## config.mk

```make
export PLATFORM = sky130hd
export DESIGN_NAME = dpc_mul
export DESIGN_NICKNAME = d
export VERILOG_FILES = /design/src/rtl/core/dpc_pkg.sv /design/src/rtl/core/dpc_mul.sv
export SDC_FILE = /design/constraint.sdc
export NUM_CORES = 2
export LEC_CHECK = 0
export ABC_CLOCK_PERIOD_IN_PS = 12100
export BUFFER_PORTS_ARGS = -buffer_cell sky130_fd_sc_hd__buf_2
export CORE_MARGIN = 1.5
export CORE_UTILIZATION = 50
export DETAILED_ROUTE_END_ITERATION = 10
export GPL_ROUTABILITY_DRIVEN = 1
export GPL_TIMING_DRIVEN = 0
export PLACE_DENSITY = 0.7
export SLEW_MARGIN = 15
export SYNTH_ARGS = -nofsm -noshare
export SYNTH_HDL_FRONTEND = slang
export SYNTH_SLANG_ARGS = --single-unit
```

## constraint.sdc

```tcl
create_clock -name clk -period 12.1 [get_ports clk]
set_clock_uncertainty 0.15 [all_clocks]
set_input_delay 1.815 -clock clk [delete_from_list [all_inputs] [get_ports clk]]
set_output_delay 1.815 -clock clk [all_outputs]
set_load 0.01 [all_outputs]
```

## src/rtl/core/dpc_pkg.sv

```systemverilog
`default_nettype none
package dpc_pkg;

  // Defaults for the top-level parameters
  localparam int NODE_COUNT_DEF = 1024;
  localparam int EDGE_COUNT_DEF = 4096;
  localparam int COUNT_BITS_DEF = 64;

  // Field widths fixed by the interface
  localparam int NODE_FIELD_W = 10;
  localparam int FIELD_W      = 64;
  localparam int IN_DATA_W    = 24;
  localparam int OUT_DATA_W   = 128;
  localparam int OUT_USER_W   = 2;
  localparam int CFG_DATA_W   = 32;
  localparam int CFG_ADDR_W   = 4;

  // Multiplier datapath: one half-width multiply per cycle
  localparam int MUL_W  = 64;
  localparam int HALF_W = MUL_W / 2;

  // Request kinds carried on in_tuser
  localparam logic REQ_LOAD = 1'b0;
  localparam logic REQ_RUN  = 1'b1;

  // Register indexes (byte address / 4)
  localparam logic [1:0] REG_SOURCE = 2'd0;
  localparam logic [1:0] REG_WAY_A  = 2'd1;
  localparam logic [1:0] REG_WAY_B  = 2'd2;
  localparam logic [1:0] REG_TARGET = 2'd3;

endpackage
`default_nettype wire

```

## src/rtl/core/dpc_mul.sv

```systemverilog
`default_nettype none
module dpc_mul (
  input  wire logic                    clk,
  input  wire logic                    rst_n,
  input  wire logic                    start,
  input  wire logic [dpc_pkg::MUL_W-1:0] a,
  input  wire logic [dpc_pkg::MUL_W-1:0] b,
  output      logic                    done,
  output      logic [dpc_pkg::MUL_W-1:0] prod
);
  import dpc_pkg::*;

  // Wrapped product in three steps: lo*lo, then both cross terms shifted up.
  logic [MUL_W-1:0]  a_r, b_r, acc_r, acc_nxt;
  logic [1:0]        phase_r;
  logic              busy_r, done_r;
  logic [HALF_W-1:0] op_a, op_b;
  logic [MUL_W-1:0]  pp;

  always_comb begin
    op_a = a_r[HALF_W-1:0];
    op_b = b_r[HALF_W-1:0];
    unique case (phase_r)
      2'd1:    op_b = b_r[MUL_W-1:HALF_W];
      2'd2:    op_a = a_r[MUL_W-1:HALF_W];
      default: ;
    endcase
    pp = MUL_W'(op_a) * MUL_W'(op_b);
    if (phase_r == 2'd0) begin
      acc_nxt = pp;
    end else begin
      acc_nxt = acc_r + {pp[HALF_W-1:0], {HALF_W{1'b0}}};
    end
  end

  always_ff @(posedge clk) begin
    if (!rst_n) begin
      busy_r  <= 1'b0;
      done_r  <= 1'b0;
      phase_r <= 2'd0;
    end else begin
      done_r <= 1'b0;
      if (start) begin
        busy_r  <= 1'b1;
        phase_r <= 2'd0;
      end else if (busy_r) begin
        phase_r <= phase_r + 2'd1;
        if (phase_r == 2'd2) begin
          busy_r <= 1'b0;
          done_r <= 1'b1;
        end
      end
    end
  end

  always_ff @(posedge clk) begin
    if (start) begin
      a_r <= a;
      b_r <= b;
    end else if (busy_r) begin
      acc_r <= acc_nxt;
    end
  end

  assign done = done_r;
  assign prod = acc_r;

endmodule
`default_nettype wire

```

==> impl_results.md <==
* Status: finished clean
* Pin count of the biggest net entering global routing at 74
* Most used cell, CP: fa_1
* Asr flop ratio synth at 0%
* Final nets at 5874
* Vias at around 32000
* Initial Util at approximately half
* Pre-CTS WS at -504 ps
* GR peak layer: met2
* Hold Buf Count CTS at 0
* Layout fillers at between 7000 and 8000
* Drt first-iter violations at between 3000 and 4000
* Global routing usage on met2 at 52.2%
* Detailed Place HPWL at between 100000 and 150000 um
* Post-cts gate resize count at 8
* Cell count after synthesis at roughly 4300
* Layout area overhead at 8.06%
* Post-Route Utilization at between 50% and 60%
* Die X at 290 um
* DR pass1 iterations at 6
* Setup_tns at 0 ps
* Critical path class: flip-flop to flip-flop
* Bufs and invs on worst path at 9
* Worst-path clk slew at approximately 90 ps
* Register area share after synthesis at between 10% and 20%
* M3 GR Usage at 9.41%
* First-pass GRT wire length at between 200000 and 250000 um
* GRT Total Usage at about a third
* Post-synth design cell area at about 40000 um^2
* HP Class: flip-flop to flip-flop
* Post-route insts no fill at 5633
* Vias per std cell at about 5.8
* Post-Syn Area per Cell at 9.54 um^2
* Die height at 290 um
* Syn. warnings at 0
* Layout cells sized above 1 at 7.89%
* Clock tree buffer depth at 2
* DRT Wirelength at between 100000 and 150000 um
* Synth top area share at 43.6%
* Final Setup Violations at 0
* Die ar. at roughly 84000 um^2
* H-tree depth at 4
* WL/cell at between 20 and 30 um
* Row Count at roughly 110
* Vias in the first global route at ~33000
* WP data required at roughly 12000 ps
* Sink Count at 196
* Main synth FF type: edfxtp_1
* Post-synth net total at 5650
* Post-Place Cells at about 5600
* CTS tree: done
* Routed Antenna Nets at 0
* Max Clock Freq at 0.0839 GHz
* Initial antenna violation count at 2
* Slew Viols, Final at 0
* CP endpoint kind: flip-flop
* Final hold violation count at 0
* I/O Buffers at between 150 and 200
* GPL Wtd Cong at around 1.1
* RSZ-0062 raised after global routing: no
* Worst Tran Pin Value at about 1300 ps
* Period utilization at between 90 and 100%
* Clock Latency Late Sink at between 500 and 600 ps
* Root buffer cell: clkbuf_16
* Reg-to-reg slack, setup at 180 ps
* Max_cap viols at 0
* Cell family with most CP delay: adder cells
* Grt met1 use at 46.4%
* Post-route DRC at 0
* Most frequent cells in the layout: fa_1 (897), inv_1 (887), nand2_1 (718)
* Final global-route overflow total at 0
* Post-synth EDFFs at about 190
* CP max stage cell: clkbuf_2
* Relative slew slack at about 15%
* Fin worst setup slack at around 180 ps
* Setup bufs post-CTS at 0
* Core Box Area at approximately 82000 um^2
* Number of synthesized register bits at 196
* Top Ports at around 200
* Worst path max stage delay at 640 ps
* Cell variety after synth at 73
* Num CTS Buffers at 17
* CP startpoint kind: flip-flop
* CP arrival at 12020 ps
* CP max FO at 10
* Min Tclk post-route at 11920 ps
* Yosys top cell by area: fa_1
* Area contributors post-synth: fa_1 (44%), edfxtp_1 (14%), ha_1 (9.1%)
* Commonest non-fill, non-tap cell in the layout: fa_1
==> registers in the layout (all words and copies together) (netlist names) <==
| signal | flops |
|---|---|
| prod | 64 |
| busy_r | 1 |
| done | 1 |
| phase_r | 2 |
| b_r | 64 |
| a_r | 64 |
==> worst paths after layout <==
path                             endpoint                    start  cells after the start
hold reg to reg   phase_r[1]$_SDFFE_PP0P_  phase_r[1]$_SDFFE_PP0P_                      2
setup reg to reg       prod[63]$_DFFE_PP_  phase_r[0]$_SDFFE_PP0P_                     33
setup / recovery       prod[63]$_DFFE_PP_  phase_r[0]$_SDFFE_PP0P_                     33
hold / removal    phase_r[1]$_SDFFE_PP0P_  phase_r[1]$_SDFFE_PP0P_                      2
==> through the flow <==
stage | cell area (um^2) | hold WS, ps
global placement | 43500 | 369
floorplan | 41200 | 337
detailed placement | 43800 | 372
finish | 44600 | 386
global route | 44600 | 427
CTS | 44500 | 391
==> Yosys cell counts, types with 18 or more instances <==
cell	instances
nand2_1	718
mux2i_1	64
nand3_1	27
nand2b_1	22
mux2_2	64
inv_1	887
o21ai_0	34
nor2_1	410
xnor2_1	57
a21oi_1	104
a21o_1	61
ha_1	299
and2_1	48
xor2_1	30
nand4_1	18
edfxtp_1	192
clkbuf_1	183
fa_1	897
==> kinds of logic after synthesis <==
kind of cell | after synthesis | synth area share [%]
XOR/XNOR | 87 | 1.85
AO/OA/AOI/OAI | 314 | 5.05
buffers and inverters | 1087 | 9.92
AND/OR/NAND/NOR | 1315 | 13.1
adder cells (fa/ha/maj) | 1196 | 52.6
flip-flops | 196 | 14.2
multiplexers | 128 | 3.30
==> cell type report <==
class	instances	area [um^2]	share of cell area, %
clock inverters	14	213	0.477
well taps	1070	1340	3.00
diodes	3	7.51	0.0168
plain buffers	200	801	1.80
flip-flops and latches	196	5850	13.1
multi-input cells	3040	31400	70.6
clock buffers	18	429	0.963
repair buffers	205	1140	2.57
inverters	887	3330	7.47
==> worst register-to-register path: cells and delay by family (launching register included) <==
kind                       cells  cell delay, ps
muxes                          2             700
and+or+nand+nor                4             640
adders and majority gates     11            5060
DFF                            1             380
xor gates and xnor gates       2             780
AOI/OAI and AO/OA              5            1150
buffers and inverters          9            2790
==> routing by layer <==
layer	share of wire, %	routed length [um]	vias up
li1	-	-	13600
met1	38	55100	16600
met2	44	63300	1871
met3	11	16400	424
met4	7.1	10300	0
met5	0	0	-
Power is not shown: default switching activity piles up to over one toggle a cycle in this logic, so the estimate is an artifact.
