--- config.mk ---
export PLATFORM = sky130hd
export DESIGN_NAME = dpc_ram
export DESIGN_NICKNAME = d
export VERILOG_FILES = /design/src/rtl/core/dpc_ram.sv
export SDC_FILE = /design/constraint.sdc
export NUM_CORES = 1
export LEC_CHECK = 0
export BUFFER_PORTS_ARGS = -buffer_cell sky130_fd_sc_hd__buf_2
export CAP_MARGIN = 20
export CORE_MARGIN = 1.5
export CORE_UTILIZATION = 35
export DETAILED_ROUTE_END_ITERATION = 7
export GPL_TIMING_DRIVEN = 0
export SLEW_MARGIN = 20
export SYNTH_ARGS = -nofsm -noshare
export SYNTH_HDL_FRONTEND = slang
export SYNTH_SLANG_ARGS = --single-unit
--- constraint.sdc ---
create_clock -name clk -period 2.6 [get_ports clk]
set_clock_uncertainty 0.15 [all_clocks]
set_input_delay 0.26 -clock clk [delete_from_list [all_inputs] [get_ports clk]]
set_output_delay 0.26 -clock clk [all_outputs]
set_load 0.02 [all_outputs]
--- src/rtl/core/dpc_ram.sv ---
`default_nettype none
module dpc_ram #(
  parameter int WIDTH = 8,
  parameter int DEPTH = 16
) (
  input  wire logic                     clk,
  input  wire logic                     we,
  input  wire logic [$clog2(DEPTH)-1:0] waddr,
  input  wire logic [WIDTH-1:0]         wdata,
  input  wire logic [$clog2(DEPTH)-1:0] raddr,
  output      logic [WIDTH-1:0]         rdata
);

  logic [WIDTH-1:0] mem [DEPTH];

  always_ff @(posedge clk) begin
    if (we) begin
      mem[waddr] <= wdata;
    end
    rdata <= mem[raddr];
  end

endmodule
`default_nettype wire

==> metrics.md, run 1 <==
| Metric | Value |
|---|---|
| Post-synth cell types | 19 |
| Pre-CTS setup slack | 0.491 ns |
| Seq cells post-synth | 136 |
| Switching fraction of total power | 20.2% |
| RR Endpoint | rdata[2] |
| Synth warnings | 0 |
| Hpwl dp | 6440 um |
| Worst Path Arrival | 1.86 ns |
| GP Congestion | 0.744 |
| Status | finished clean |
| Leakage | 2.01 nW |
| Reg-to-Reg Start | mem[1][2] |
| DRC viols | 0 |
| Tightest Pin Transition | 0.853 ns |
| Filler cells | 1281 |
| Final Hold Viols | 0 |
| Crit path capture type | register |
| Die Wd | 124 um |
| Synth Instances | 229 |
| Core area | 0.0144 mm2 |
| First-pass GRT wire length | 15200 um |
| Tcrit/Tclk final | 66.6% |
| Starting Density | 35.7% |
| Critical path's largest stage delay | 0.56 ns |
| Finished Core Util | 42.0% |
| Crit path required time | 2.73 ns |
| Number of global-route vias before repair | 2459 |
| Hold Path Class | in2reg |
| Detailed Routing Iterations Pass 1 | 4 |
| Wirelength, routed | 10200 um |
| Die area | 0.0154 mm2 |
| P&R area growth vs syn | 17.8% |
| Pwr Density | 815 mW/mm2 |
| Initial DRC Count | 211 |
| Syn Area/Cell | 22.5 um2 |
| Clock-pin transition on the worst setup and hold timing paths | 0.06 ns |
| Hold path endpoint | mem[6][5] |
| WL/cell | 21.7 um |
| Worst Hold Depth | 1 |
| R2r worst-path depth | 3 |
| Max Cap Violations | 0 |
| H-tree depth | 4 |
| Share of cells above drive strength 1 | 28.8% |
| Post-Syn Nets | 247 |
| Initial antenna violation count | 0 |
| IO Count | 26 |
| Unrepaired setup endpoints after global routing | no |
| Comb pwr share | 5.1% |
| Post-route ant nets | 0 |
| Height of the die | 124 um |
| Reg power frac | 49.9% |
| Int Pwr | 3.94 mW |
| Clock Path Buffers | 2 |
| CTS tree | done |
| # port buffers | 24 |
| Finish-stage setup viols | 0 |
| Ant. Diodes | 0 |
| Worst-path fanout max | 1 |
| Largest cells by area after synthesis | edfxtp_1 75%, mux4_2 7.9%, mux4_1 7.1% |
| Sequential Area | 0.00400 mm2 |
| Worst setup margin | 0.868 ns |
| Via count | 2350 |
| Design area | 0.00606 mm2 |
| R2R Setup Slk | 0.87 ns |
| Clock power share | 45.0% |
| Total CTS buffers | 17 |
| Setup TNS | 0 ns |
| Post-synthesis sequential area ratio | 77.8% |
| Cell area after synthesis | 0.00515 mm2 |
| Min Clock Period, post-route | 1.73 ns |
| Slowest cell on the critical path | mux4_1 |
| Crit path launch type | register |
| HP Start | wdata[5] |
| Multi-input logic area | 0.00108 mm2 |
| VDD IR-drop max | 0.776 mV |
| Site Rows | 44 |
| CTS Hold Bufs | 0 |
| Max-slew violation count | 0 |
| # Post-CTS Setup Buffers | 0 |
| Final hold slack | 0.104 ns |
| Worst-path cell chain | mux4_1 > a22oi_1 > nand2_1 |
| Max_slew headroom | 42.9% |
| Yosys top cell area share | 74.7% |
| Crit path kind | reg2reg |
| Max Freq | 0.577 GHz |
| Largest net degree at the start of global routing | 17 |
| Cts repair resizes | 0 |
| Total GRT Usage | 14.0% |
| Cell taking the most area after synthesis | edfxtp_1 |
| Via/cell ratio | 5.01 |
| Fin nets | 290 |
| CTS sink cnt | 136 |
| Area after DPL | 0.00552 mm2 |
| Switching power | 0.998 mW |
| Clock Tree Root | clkbuf_16 |
| Worst-Skew Late Latency | 0.41 ns |
| GRT Residual Overflow | 0 |
==> registers in the layout, indices dropped and copies added, names as in the netlist <==
register,count
rdata,8
mem,128
==> worst max path at each step <==
| stage | start | end | depth (start not counted) |
|---|---|---|---|
| floorplan | waddr[2] | mem[0][0] | 2 |
| global placement | waddr[2] | mem[0][2] | 3 |
| detailed placement | waddr[2] | mem[2][2] | 3 |
| CTS | mem[1][2] | rdata[2] | 3 |
| global route | waddr[2] | mem[3][5] | 3 |
| finish | mem[1][2] | rdata[2] | 3 |
==> worst max-delay path, delay by kind of cell, from the launching register on <==
kind	cells	cell delay [ns]
mux	1	0.56
compound gates	1	0.41
simple gates	1	0.12
flops	1	0.36
==> kinds of logic after synthesis <==
family                 count (synthesis)  share of synthesized area (%)
flip-flops                           136                           77.8
AND/OR/NAND/NOR                       35                           3.18
multiplexers                          32                           15.0
AO/OA/AOI/OAI                         16                           2.33
buffers and inverters                 10                           1.68
==> final cells by class <==
cell class | count | area share, %
Clock buffer | 21 | 7.26
Tap cell | 184 | 3.80
Buffer | 10 | 1.42
Clock inverter | 11 | 1.75
Timing Repair Buffer | 24 | 1.98
Sequential cell | 136 | 66.0
Multi-Input combinational cell | 83 | 17.8
==> Yosys cell counts <==
master / count
and2b_1: 1
dfxtp_1: 8
mux4_1: 14
nor2_1: 13
or3b_2: 1
buf_4: 1
a22oi_1: 16
nand2b_1: 2
nor2b_1: 1
buf_6: 3
mux4_2: 18
clkdlybuf4s25_2: 3
and2_1: 1
buf_2: 3
nor3_1: 4
nand2_1: 9
edfxtp_1: 128
nand3_1: 1
nand3b_1: 2
==> through the flow <==
stage | power (mW) | cells
finish | 4.94 | 469
global placement | 2.76 | 437
detailed placement | 2.77 | 437
CTS | 4.98 | 469
global route | 5.09 | 469
floorplan | 2.65 | 229
==> metal layers <==
metal / GRT usage (%) / vias to the layer above / wire [um]
met5: 0 / - / 0
met4: 4.26 / 0 / 59
met3: 4.77 / 5 / 694
met2: 21.6 / 77 / 5020
met1: 19.1 / 1209 / 4400
li1: - / 1059 / -
==> power by group through the flow <==
stage                     sequential [mW]  combinational (mW)  clock (mW)
after global placement               2.51               0.251           0
after floorplan                      2.53               0.124           0
after detailed placement             2.51               0.257           0
final                                2.46               0.254        2.22
after global routing                 2.47               0.273        2.35
after CTS                            2.46               0.258        2.26
==> cell usage in the layout (no fill, tap or decap), types with 2 or more instances in the layout <==
cell	instances
nor2_1	13
dfxtp_1	8
clkinv_2	4
bufinv_16	2
nand3b_1	2
a22oi_1	16
buf_6	3
clkinv_1	3
mux4_1	14
mux4_2	18
clkdlybuf4s25_2	3
clkinvlp_4	2
buf_2	27
nor3_2	4
clkbuf_16	17
clkbuf_1	4
nand2_1	9
edfxtp_1	128
nand2b_1	2
Power figures use the tool's default switching activity.
==> run 2: changes to the inputs <==
Clock period 2.6 ns to 1.5 ns, I/O delays scaled along.
==> metrics.md, run 2 (synthesis gave the netlist of run 1 again) <==
| Metric | Value |
|---|---|
| Crit-path leading delay family | simple AND/OR/NAND/NOR gates |
| Max Cap Violations | 0 (unchanged) |
| Final hold slack | 0.00332 ns (-0.100 ns) |
| Crit path kind | in2reg |
| GRT Residual Overflow | 0 (unchanged) |
| Clock Tree Root | clkbuf_16 |
| Post-route ant nets | 0 (unchanged) |
| Initial DRC Count | 132 (-37%) |
| P&R area growth vs syn | 19.7% |
| # port buffers | 24 (unchanged) |
| Worst setup margin | -0.0276 ns (-0.896 ns) |
| Crit path required time | 1.39 ns (-1.34 ns) |
| Starting Density | 35.7% (unchanged) |
| Pre-CTS setup slack | -0.562 ns (-1.05 ns) |
| Tightest Pin Transition | 0.871 ns (+0.0186 ns) |
| Leakage | 2.01 nW (+0.19%) |
| Initial antenna violation count | 0 (unchanged) |
| Via count | 2409 (+2.5%) |
| Hold Path Class | in2reg |
| Filler-free cell count of the finished design | 472 (+0.64%) |
| Pwr Density | 1440 mW/mm2 (+77%) |
| Height of the die | 124 um (unchanged) |
| Total GRT Usage | 14.9% (+0.81 points) |
| Final Hold Viols | 0 (unchanged) |
| Largest net degree at the start of global routing | 17 (unchanged) |
| Clock Path Buffers | 2 (unchanged) |
| Max Freq | 0.655 GHz |
| Most common cell after layout, fill and taps aside | edfxtp_1 |
| Crit path launch type | primary input |
| # placed instances | 437 (unchanged) |
| Detailed Routing Iterations Pass 1 | 4 (unchanged) |
| Top flop regs | mem x128, rdata x8 |
| Largest Register | mem |
| Worst Path Arrival | 1.42 ns (-0.44 ns) |
| Share of cells above drive strength 1 | 36.5% (+7.7 points) |
| Critical path's largest stage delay | 0.59 ns (+0.03 ns) |
| Die Wd | 124 um (unchanged) |
| Total CTS buffers | 17 (unchanged) |
| Die area | 0.0154 mm2 (unchanged) |
| WL/cell | 22.7 um (+4.6%) |
| CTS tree | done |
| Site Rows | 44 (unchanged) |
| Worst-Skew Late Latency | 0.41 ns (about the same) |
| # Post-CTS Setup Buffers | 0 (unchanged) |
| Clock-pin transition on the worst setup and hold timing paths | 0.06 ns (about the same) |
| CP Buf/Inv Count | 1 (+1) |
| Via/cell ratio | 5.10 (+1.9%) |
| Tcrit/Tclk final | 102% |
| Max_slew headroom | 41.7% (-1.1 points) |
| Worst-path cell chain | buf_2 > or3b_2 > nor2_1 |
| Failing checks | setup timing |
| Fin nets | 293 (+1.0%) |
| Setup TNS | -0.257 ns (-0.257 ns) |
| Worst-path fanout max | 8 (+7) |
| Core area | 0.0144 mm2 (unchanged) |
| Hpwl dp | 6640 um (+3.2%) |
| Wirelength, routed | 10700 um (+5.3%) |
| First-pass GRT wire length | 16300 um (+7.0%) |
| Crit path capture type | register |
| Filler cells | 1261 (-1.6%) |
| Most frequent cells in the layout | 128 x edfxtp_1, 27 x buf_2, 26 x mux4_2, 17 x clkbuf_16, 12 x nor2_1 |
| VDD IR-drop max | 0.853 mV (+9.9%) |
| Ant. Diodes | 0 (unchanged) |
| Max-slew violation count | 0 (unchanged) |
| Slowest cell on the critical path | nor2_1 |
| Max reg flops | 128 (unchanged) |
| IO Count | 26 (unchanged) |
| DRC viols | 0 (unchanged) |
| Min Clock Period, post-route | 1.53 ns |
| Finish-stage setup viols | 19 (+19) |
| Unrepaired setup endpoints after global routing | yes |
| Number of global-route vias before repair | 2619 (+6.5%) |
| H-tree depth | 4 (unchanged) |
| GP Congestion | 0.806 (+8.3%) |
| CTS sink cnt | 136 (unchanged) |
| Status | finished, violations left |
run 2: layout make-up:
cell class	count	area [um2]	area share [%]
multi-input combinational	83	1110	17.9
buffer	10	86.3	1.40
clock buffer	19	433	7.02
sequential	136	4000	65.0
clock inverter	13	154	2.50
timing repair buffer	27	150	2.44
tap	184	230	3.74
run 2: worst paths after layout:
kind | from | to | slack, ns | cells past startpoint
worst min-delay path | wdata[7] | mem[2][7] | 0.003 | 1
worst min register to register | mem[14][3] | rdata[3] | 0.55 | 3
worst max-delay path | waddr[2] | mem[2][1] | -0.03 | 3
worst max register to register | mem[3][7] | rdata[7] | -0.02 | 3
run 2: repair_timing:
action,CTS,global route
setup endpoints to repair,24,23
gates resized for setup,14,7
pin swaps,5,5
gates cloned,0,0
hold buffers,3,0
endpoints found under the hold margin,37,0
run 2: power breakdown:
part / internal, mW / switching, mW / leakage (nW)
sequential: 4.25 / 0.0222 / 1.22
combinational: 0.186 / 0.288 / 0.504
clock: 2.60 / 1.52 / 0.282
total: 7.04 / 1.83 / 2.01
run 2: stage by stage:
step	utilization [%]	total power, mW	cell area, um2
floorplan	-	4.59	5150
global placement	38.2	4.78	5500
detailed placement	38.3	4.80	5520
CTS	42.7	8.94	6160
global route	42.7	9.14	6160
finish	42.7	8.87	6160
run 2: worst reg2reg max path, delay by kind of cell, from the launching register on:
kind | cells | cell delay [ns]
AOI/OAI and AO/OA | 1 | 0.24
and+or+nand+nor | 1 | 0.12
DFF | 1 | 0.38
muxes | 1 | 0.50
run 2: layer usage:
layer | up-vias | part of all wire (%) | track usage (%)
met5 | - | 0 | 0
met4 | 0 | 1.3 | 3.99
met3 | 8 | 7.9 | 5.07
met2 | 86 | 50 | 23.8
met1 | 1256 | 41 | 19.5
li1 | 1059 | - | -
